File: config.mk
export PLATFORM = sky130hd
export DESIGN_NAME = vcrd_front_flat
export DESIGN_NICKNAME = d
export VERILOG_FILES = /design/src/hdl/vcrd_pkg.sv /design/src/hdl/vcrd_evt_if.sv /design/src/hdl/vcrd_front.sv /design/src/flat_wrapper.sv
export SDC_FILE = /design/constraint.sdc
export NUM_CORES = 1
export LEC_CHECK = 0
export ABC_AREA = 1
export BUFFER_PORTS_ARGS = -buffer_cell sky130_fd_sc_hd__buf_2
export CORE_MARGIN = 2
export CORE_UTILIZATION = 40
export CTS_BUF_LIST = sky130_fd_sc_hd__clkbuf_16
export DETAILED_ROUTE_END_ITERATION = 7
export PLACE_DENSITY = 0.69
export SETUP_SLACK_MARGIN = 0.15
export SLEW_MARGIN = 15
export SYNTH_ARGS = -nofsm -noshare
export SYNTH_HDL_FRONTEND = slang
export SYNTH_SLANG_ARGS = --single-unit
File: constraint.sdc
create_clock -name clk -period 3.25 [get_ports clk]
set_input_delay 0.4875 -clock clk [delete_from_list [all_inputs] [get_ports clk]]
set_output_delay 0.4875 -clock clk [all_outputs]
set_load 0.02 [all_outputs]
File: src/hdl/vcrd_pkg.sv
`timescale 1ns / 1ps

package vcrd_pkg;

    localparam int NUM_THREADS    = 8;
    localparam int NUM_LOCKS      = 16;
    localparam int NUM_VARS       = 256;
    localparam int CLOCK_BITS_DEF = 32;

    localparam int OPW    = 3;
    localparam int TW     = 3;
    localparam int LW     = 4;
    localparam int VW     = 8;
    localparam int SITE_W = 32;

    typedef enum logic [OPW-1:0] {
        OP_READ    = 3'd0,
        OP_WRITE   = 3'd1,
        OP_FORK    = 3'd2,
        OP_JOIN    = 3'd3,
        OP_ACQUIRE = 3'd4,
        OP_RELEASE = 3'd5
    } op_t;

    typedef enum logic [1:0] {
        RACE_WR = 2'd0,
        RACE_WW = 2'd1,
        RACE_RW = 2'd2,
        RACE_SW = 2'd3
    } race_t;

    typedef enum logic [3:0] {
        ST_IDLE,
        ST_ACC_A,
        ST_ACC_B,
        ST_ACC_C,
        ST_SCAN,
        ST_EMIT,
        ST_ROW,
        ST_VEC,
        ST_TICK_RD,
        ST_TICK_WR
    } state_t;

    typedef struct packed {
        op_t               op;
        logic [TW-1:0]     thread;
        logic [TW-1:0]     peer;
        logic [VW-1:0]     addr;
        logic [LW-1:0]     lock;
        logic [SITE_W-1:0] site;
    } cmd_t;

endpackage

File: src/hdl/vcrd_evt_if.sv
`timescale 1ns / 1ps

interface vcrd_evt_if import vcrd_pkg::*; ();
    logic              valid;
    logic              ready;
    logic [OPW-1:0]    operation;
    logic [TW-1:0]     thread;
    logic [TW-1:0]     peer_thread;
    logic [VW-1:0]     var_address;
    logic [LW-1:0]     lock_index;
    logic [SITE_W-1:0] site_tag;

    modport source (output valid, operation, thread, peer_thread, var_address, lock_index,
                    site_tag, input ready);
    modport sink (input valid, operation, thread, peer_thread, var_address, lock_index,
                  site_tag, output ready);
endinterface

File: src/hdl/vcrd_front.sv
`timescale 1ns / 1ps

module vcrd_front import vcrd_pkg::*;
(
    input  logic     clk,
    input  logic     rst_n,
    vcrd_evt_if.sink evt,
    output cmd_t     cmd,
    output logic     cmd_valid,
    input  logic     cmd_pop
);

    localparam int QD  = 2;
    localparam int QAW = $clog2(QD);
    localparam int QCW = $clog2(QD + 1);

    cmd_t           q_reg [QD];
    logic [QAW-1:0] wr_ptr_reg, wr_ptr_next;
    logic [QAW-1:0] rd_ptr_reg, rd_ptr_next;
    logic [QCW-1:0] cnt_reg, cnt_next;
    logic           known;
    logic           push;
    cmd_t           entry;

    // Unknown operations are taken and dropped here; they never reach the back end.
    assign known     = evt.operation <= OPW'(OP_RELEASE);
    assign evt.ready = cnt_reg != QCW'(QD);
    assign push      = evt.valid && evt.ready && known;
    assign cmd       = q_reg[rd_ptr_reg];
    assign cmd_valid = cnt_reg != '0;

    always_comb
    begin
        entry.op     = op_t'(evt.operation);
        entry.thread = evt.thread;
        entry.peer   = evt.peer_thread;
        entry.addr   = evt.var_address;
        entry.lock   = evt.lock_index;
        entry.site   = evt.site_tag;
        wr_ptr_next  = push ? wr_ptr_reg + QAW'(1) : wr_ptr_reg;
        rd_ptr_next  = cmd_pop ? rd_ptr_reg + QAW'(1) : rd_ptr_reg;
        cnt_next     = cnt_reg + QCW'(push) - QCW'(cmd_pop);
    end

    always_ff @(posedge clk)
    begin
        if (push)
        begin
            q_reg[wr_ptr_reg] <= entry;
        end
    end

    always_ff @(posedge clk or negedge rst_n)
    begin
        if (!rst_n)
        begin
            wr_ptr_reg <= '0;
            rd_ptr_reg <= '0;
            cnt_reg    <= '0;
        end
        else
        begin
            wr_ptr_reg <= wr_ptr_next;
            rd_ptr_reg <= rd_ptr_next;
            cnt_reg    <= cnt_next;
        end
    end

endmodule

File: src/flat_wrapper.sv
// flat-port wrapper written by rule: the top's interface ports become plain ports
module vcrd_front_flat import vcrd_pkg::*;
  (clk, rst_n, cmd, cmd_valid, cmd_pop, evt_valid, evt_operation, evt_thread, evt_peer_thread, evt_var_address, evt_lock_index, evt_site_tag, evt_ready);
  vcrd_evt_if evt_i ();
  input  logic clk;
  input  logic rst_n;
  output cmd_t cmd;
  output logic cmd_valid;
  input  logic cmd_pop;
  input wire logic [$bits(evt_i.valid)-1:0] evt_valid;
  input wire logic [$bits(evt_i.operation)-1:0] evt_operation;
  input wire logic [$bits(evt_i.thread)-1:0] evt_thread;
  input wire logic [$bits(evt_i.peer_thread)-1:0] evt_peer_thread;
  input wire logic [$bits(evt_i.var_address)-1:0] evt_var_address;
  input wire logic [$bits(evt_i.lock_index)-1:0] evt_lock_index;
  input wire logic [$bits(evt_i.site_tag)-1:0] evt_site_tag;
  output wire logic [$bits(evt_i.ready)-1:0] evt_ready;
  assign evt_i.valid = evt_valid;
  assign evt_i.operation = evt_operation;
  assign evt_i.thread = evt_thread;
  assign evt_i.peer_thread = evt_peer_thread;
  assign evt_i.var_address = evt_var_address;
  assign evt_i.lock_index = evt_lock_index;
  assign evt_i.site_tag = evt_site_tag;
  assign evt_ready = evt_i.ready;
  vcrd_front u_core (.clk(clk), .rst_n(rst_n), .evt(evt_i), .cmd(cmd), .cmd_valid(cmd_valid), .cmd_pop(cmd_pop));
endmodule
==> metrics.md, run 1 <==
| Metric | Value |
|---|---|
| Cell Count, Final, Fillers Out | 460 |
| Layout Nets | 378 |
| Top-level port count | 112 |
| Yosys cell types | 13 |
| Tcrit/Tclk final | 73.4% |
| First-pass GRT wire length | 10.8 mm |
| RSZ-0062 raised after global routing | false |
| Resized Gates After CTS | 0 |
| Final WL | 7.03 mm |
| Busiest grt layer | met2 |
| DRC | 0 |
| Worst-Skew Late Latency | 0.33 ns |
| Layout cell share with drive strength beyond 1 | 57.1% |
| Die Wd | 108 µm |
| Finished Cell Area | 5310 µm² |
| Clock buffer depth | 2 |
| Worst hold-check path type | in2reg |
| #FFs+latches synth | 110 |
| Req. time, crit path | 2.76 ns |
| Nature of the critical path endpoint | primary output |
| GR Util met3 | 3.15% |
| Switching share of power | 30.9% |
| VDD IR-drop max | 0.354 mV |
| Initial antenna violation count | 0 |
| WP buf/inv | 2 |
| Setup Buffers After CTS | 0 |
| Mapped cell area | 4300 µm² |
| Vias/cell | 4.60 |
| Reg power frac | 42.3% |
| Number of global-route vias before repair | 2271 |
| Setup TNS Final | 0 ns |
| # setup viols final | 0 |
| Sw power | 1.45 mW |
| IO Port Bufs | 111 |
| Antenna viol nets, final | 0 |
| Drt pass-1 iters | 4 |
| Clock power share | 24.1% |
| Final HPWL DP | 4.73 mm |
| CTS Hold Bufs | 1 |
| Int Power | 3.25 mW |
| TritonCTS clock tree | done |
| Post-Syn Instances | 198 |
| YS warnings | 0 |
| CP Class | reg2out |
| Hold Fails Final Rpt | 0 |
| Pin count of the biggest net entering global routing | 35 |
| Overall Global Routing Usage | 12.5% |
| Syn avg cell area | 21.7 µm² |
| Max_slew headroom | 68.0% |
| Antenna fix cells | 0 |
| FMAX | 0.419 GHz |
| Dpl cell area | 4990 µm² |
| Clock transition at path regs | 0.07 ns |
| Grt ovf | 0 |
| Area of the multi-input gates | 901 µm² |
| Syn-to-layout area delta | 23.3% |
| Worst EP arrival | 1.90 ns |
| Tmin final | 2.39 ns |
| Root Buffer | clkbuf_16 |
| Largest delay share family, worst path | flip-flops |
| Die Y | 108 µm |
| Critical path cell sequence | buf_12 > mux2_2 > buf_2 |
| Avg WL per Cell | 15.3 µm |
| Max-Cap Viols | 0 |
| Met1 GRT Util | 14.8% |
| Fillers | 902 |
| Syn nets | 256 |
| Pins Over Slew Limit | 0 |
| Row cnt | 37 |
| Starting Density | 41.5% |
| Sequential Area | 3290 µm² |
| Dpl cells | 444 |
| Routability cong. | 0.671 |
| Via count | 2117 |
| Die Area | 11600 µm² |
| CP Launch Type | flop |
| H-tree lvl count | 3 |
| Critical-path top delay cell | dfrtp_4 |
| Clock sinks | 110 |
| Clock skew | 0.00834 ns |
| Core Box Area | 10400 µm² |
| PD cells | 887 nW/µm² |
| Area leader, netlist | edfxtp_1 |
| CTS Buf Count | 9 |
| Leakage | 2.15 nW |
| Crit path max fanout | 34 |
| Number of flip-flops in the largest register | 106 |
| Post-synthesis sequential area ratio | 76.3% |
| Leading post-synthesis cells by cell area | edfxtp_1 (74%), mux2_4 (17%), buf_12 (2.3%), dfrtp_1 (2.3%), mux2_2 (1.0%) |
| Outcome | finished clean |
| Worst-Margin Slew | 0.480 ns |
| DRT iter0 DRCs | 63 |
| CP peak stage delay | 0.69 ns |
| Power share of the combinational group | 33.7% |
| Yosys top cell area share | 74.0% |
| Grt met2 use | 21.8% |
cells in the final DEF, fill, tap and decap left out:
cell type | synthesis | layout
nand4_1 | 1 | 1
mux2_4 | 49 | 49
edfxtp_1 | 106 | 106
dfrtp_4 | 0 | 1
nor2_4 | 0 | 2
dfrtp_1 | 4 | 3
inv_6 | 0 | 2
inv_1 | 6 | 6
dlygate4sd3_1 | 0 | 1
clkinv_1 | 0 | 2
mux2_2 | 4 | 4
buf_4 | 0 | 4
ha_1 | 1 | 1
buf_2 | 0 | 111
nand3_1 | 2 | 2
buf_12 | 5 | 1
nor2_1 | 6 | 4
bufinv_16 | 0 | 2
nand2_1 | 12 | 12
clkbuf_16 | 0 | 9
xor2_1 | 1 | 1
stage by stage:
| stage | utilization, % | hold slack, ns | power [mW] | setup slack [ns] |
|---|---|---|---|---|
| floorplan | - | 0.192 | 3.29 | 0.656 |
| global placement | 48.1 | 0.312 | 3.61 | 1.22 |
| detailed placement | 48.1 | 0.306 | 3.64 | 1.20 |
| CTS | 51.2 | 0.324 | 4.78 | 0.834 |
| global route | 51.2 | 0.326 | 4.95 | 0.777 |
| finish | 51.2 | 0.337 | 4.71 | 0.865 |
synthesized netlist by cell type:
cell	n
ha_1	1
buf_12	5
mux2_2	4
nand2_1	12
nand4_1	1
edfxtp_1	106
buf_6	1
mux2_4	49
nand3_1	2
dfrtp_1	4
inv_1	6
nor2_1	6
xor2_1	1
metal layers:
layer,share of wire [%],vias up
met2,53,68
li1,-,1001
met5,0,-
met1,40,1039
met3,5.8,9
met4,1.2,0
power by group through the flow:
stage | Clock, mW | Sequential [mW] | Combinational, mW
after detailed placement | 0 | 2.03 | 1.62
after global placement | 0 | 2.01 | 1.60
after CTS | 1.17 | 2.00 | 1.62
after floorplan | 0 | 1.94 | 1.35
after global routing | 1.21 | 2.02 | 1.71
final | 1.13 | 1.99 | 1.58
path summary, 6_finish.rpt:
check / start / end / slack [ns] / cells past startpoint
max: u_core.rd_ptr_reg$_DFFE_PN0P_ / cmd[39] / 0.86 / 3
min: evt_thread[2] / u_core.q_reg[0][49]$_DFFE_PP_ / 0.34 / 1
max reg2reg: u_core.cnt_reg[0]$_DFF_PN0_ / u_core.q_reg[0][37]$_DFFE_PP_ / 1.55 / 5
min reg2reg: u_core.wr_ptr_reg$_DFFE_PN0P_ / u_core.wr_ptr_reg$_DFFE_PN0P_ / 0.59 / 2
max in group asynchronous: rst_n / u_core.rd_ptr_reg$_DFFE_PN0P_ / 2.61 / 2
min in group asynchronous: rst_n / u_core.wr_ptr_reg$_DFFE_PN0P_ / 0.50 / 2
cell type report:
type,count,area share (%)
sequential,110,61.9
timing repair buffer,117,11.6
inverter,6,0.424
clock buffer,9,4.24
tap,136,3.21
multi-input combinational,76,17.0
clock inverter,6,1.60
logic make-up after synthesis:
logic type,synth area share [%]
XOR/XNOR,0.204
buffers and inverters,3.11
AND/OR/NAND/NOR,1.95
adder cells (fa/ha/maj),0.291
multiplexers,18.1
flip-flops,76.3
Power figures use the tool's default switching activity.
==> run 2: changes to the inputs <==
==> constraint.sdc (replaced) <==
create_clock -name clk -period 2.1 [get_ports clk]
set_input_delay 0.315 -clock clk [delete_from_list [all_inputs] [get_ports clk]]
set_output_delay 0.315 -clock clk [all_outputs]
set_load 0.02 [all_outputs]
==> run 2 against run 1 <==
Net effect: wire length increased by 4.6%; clock-buffer cell count unchanged; worst setup slack got worse by 0.65 ns; register-to-register slack got worse by 0.99 ns; hold slack got worse by 0.17 ns; core utilization increased by 0.22 points; critical path depth unchanged; clock power increased by 36%; critical path type unchanged; largest cell class unchanged.
==> metrics.md, run 2 (synthesis gave the netlist of run 1 again) <==
| Metric | Value |
|---|---|
| TritonCTS clock tree | done |
| Worst-Skew Late Latency | 0.34 ns |
| Antenna fix cells | 0 |
| Switching share of power | 32.2% |
| Core Box Area | 10400 µm² |
| Largest delay share family, worst path | flip-flops |
| Root Buffer | clkbuf_16 |
| Worst hold-check path type | in2reg |
| Fillers | 880 |
| CP Class | reg2out |
| Pwr Total | 7.22 mW |
| Die Wd | 108 µm |
| Area of the multi-input gates | 908 µm² |
| Die Y | 108 µm |
| Setup TNS Final | 0 ns |
| Finished Cell Area | 5330 µm² |
| Reg power frac | 41.7% |
| Clock power share | 21.3% |
| WP buf/inv | 2 |
| Resized Gates After CTS | 0 |
| Antenna viol nets, final | 0 |
| Crit path max fanout | 9 |
| Leakage | 2.17 nW |
| Top-level port count | 112 |
| Nature of the critical path endpoint | primary output |
| CTS Buf Count | 9 |
| Dpl cell area | 5010 µm² |
| Clock skew | 0.0124 ns |
| Worst-Margin Slew | 0.414 ns |
| Hold Fails Final Rpt | 0 |
| Final HPWL DP | 4.82 mm |
| CP peak stage delay | 0.54 ns |
| Clock transition at path regs | 0.07 ns |
| Overall Global Routing Usage | 13.1% |
| Syn-to-layout area delta | 23.8% |
| Outcome | finished clean |
| Tmin final | 1.88 ns |
| Starting Density | 41.5% |
| Number of global-route vias before repair | 2314 |
| Int Power | 4.89 mW |
| Max_slew headroom | 72.4% |
| Final WL | 7.35 mm |
| Row cnt | 37 |
| Layout Utilization | 51.4% |
| Clock buffer depth | 2 |
| Drt pass-1 iters | 4 |
| Layout Nets | 384 |
| VDD IR-drop max | 0.677 mV |
| DRT iter0 DRCs | 64 |
| Pin count of the biggest net entering global routing | 31 |
| Initial antenna violation count | 1 |
| RSZ-0062 raised after global routing | false |
| Grt ovf | 0 |
| Avg WL per Cell | 15.7 µm |
| Number of flip-flops in the largest register | 106 |
| PD cells | 1350 nW/µm² |
| Worst EP arrival | 1.57 ns |
| Sw power | 2.33 mW |
| Req. time, crit path | 1.78 ns |
| Die Area | 11600 µm² |
| H-tree lvl count | 3 |
| First-pass GRT wire length | 11.3 mm |
| Commonest non-fill, non-tap cell in the layout | buf_2 |
| # setup viols final | 0 |
| Most frequent cells in the layout | buf_2 (111), edfxtp_1 (106), mux2_4 (49) |
| Max-Cap Viols | 0 |
| Power share of the combinational group | 36.9% |
| DRC | 0 |
| Clock sinks | 110 |
| Vias/cell | 4.57 |
| Sequential Area | 3290 µm² |
| IO Port Bufs | 111 |
| Layout cell share with drive strength beyond 1 | 58.6% |
| FMAX | 0.532 GHz |
| CP Launch Type | flop |
| Critical path cell sequence | buf_4 > mux2_4 > buf_2 |
| Tcrit/Tclk final | 89.6% |
| Routability cong. | 0.715 |
| Pins Over Slew Limit | 0 |
| Via count | 2134 |
| Critical-path top delay cell | dfrtp_4 |
-- run 2: changes by cell type in the layout (fill, tap and decap cells not counted), sizes merged --
cell	before	now
inv	8	10
bufinv	2	0
clkinv	2	3
buf	116	122
-- run 2: what timing repair did --
action | 4_1_cts | 5_1_grt
hold buffers | 1 | 0
setup buffers | 4 | 0
setup endpoints to repair | 35 | 0
hold endpoints to repair | 4 | 0
-- run 2: final cells by class --
class | instances | area share [%]
Multi-Input combinational cell | 76 | 17.0
Inverter | 6 | 0.423
Tap cell | 136 | 3.19
Sequential cell | 110 | 61.7
Timing Repair Buffer | 123 | 12.5
Clock inverter | 7 | 0.892
Clock buffer | 9 | 4.23
-- run 2: stage by stage --
stage	setup WS, ns	std cells	hold slack (ns)
finish	0.219	467	0.163
CTS	0.185	467	0.147
detailed placement	0.305	446	0.128
global placement	0.317	446	0.124
floorplan	0.166	198	0.0194
global route	0.168	467	0.147
-- run 2: path summary, 6_finish.rpt --
check / startpoint / to / slack [ns] / cells past startpoint
max: u_core.rd_ptr_reg$_DFFE_PN0P_ / cmd[31] / 0.22 / 3
min: evt_lock_index[3] / u_core.q_reg[0][35]$_DFFE_PP_ / 0.16 / 1
max reg2reg: u_core.cnt_reg[0]$_DFF_PN0_ / u_core.q_reg[0][25]$_DFFE_PP_ / 0.56 / 5
min reg2reg: u_core.wr_ptr_reg$_DFFE_PN0P_ / u_core.wr_ptr_reg$_DFFE_PN0P_ / 0.60 / 2
max in group asynchronous: rst_n / u_core.rd_ptr_reg$_DFFE_PN0P_ / 1.66 / 2
min in group asynchronous: rst_n / u_core.cnt_reg[1]$_DFF_PN0_ / 0.30 / 2
-- run 2: metal layers --
layer | GRT usage [%] | vias up | share of wire (%)
met5 | 0 | - | 0.16
met4 | 3.57 | 2 | 0.98
met3 | 4.66 | 7 | 6.8
met2 | 22.4 | 75 | 49
met1 | 15.6 | 1037 | 43
li1 | - | 1013 | -
-- run 2: power groups by stage --
stage | Combinational [mW] | Sequential (mW) | Clock (mW)
2_1_floorplan | 2.11 | 3.00 | 0
3_3_place_gp | 2.51 | 3.12 | 0
3_5_place_dp | 2.53 | 3.15 | 0
4_1_cts | 2.72 | 3.02 | 1.61
5_1_grt | 2.85 | 3.05 | 1.67
6_report | 2.66 | 3.01 | 1.54
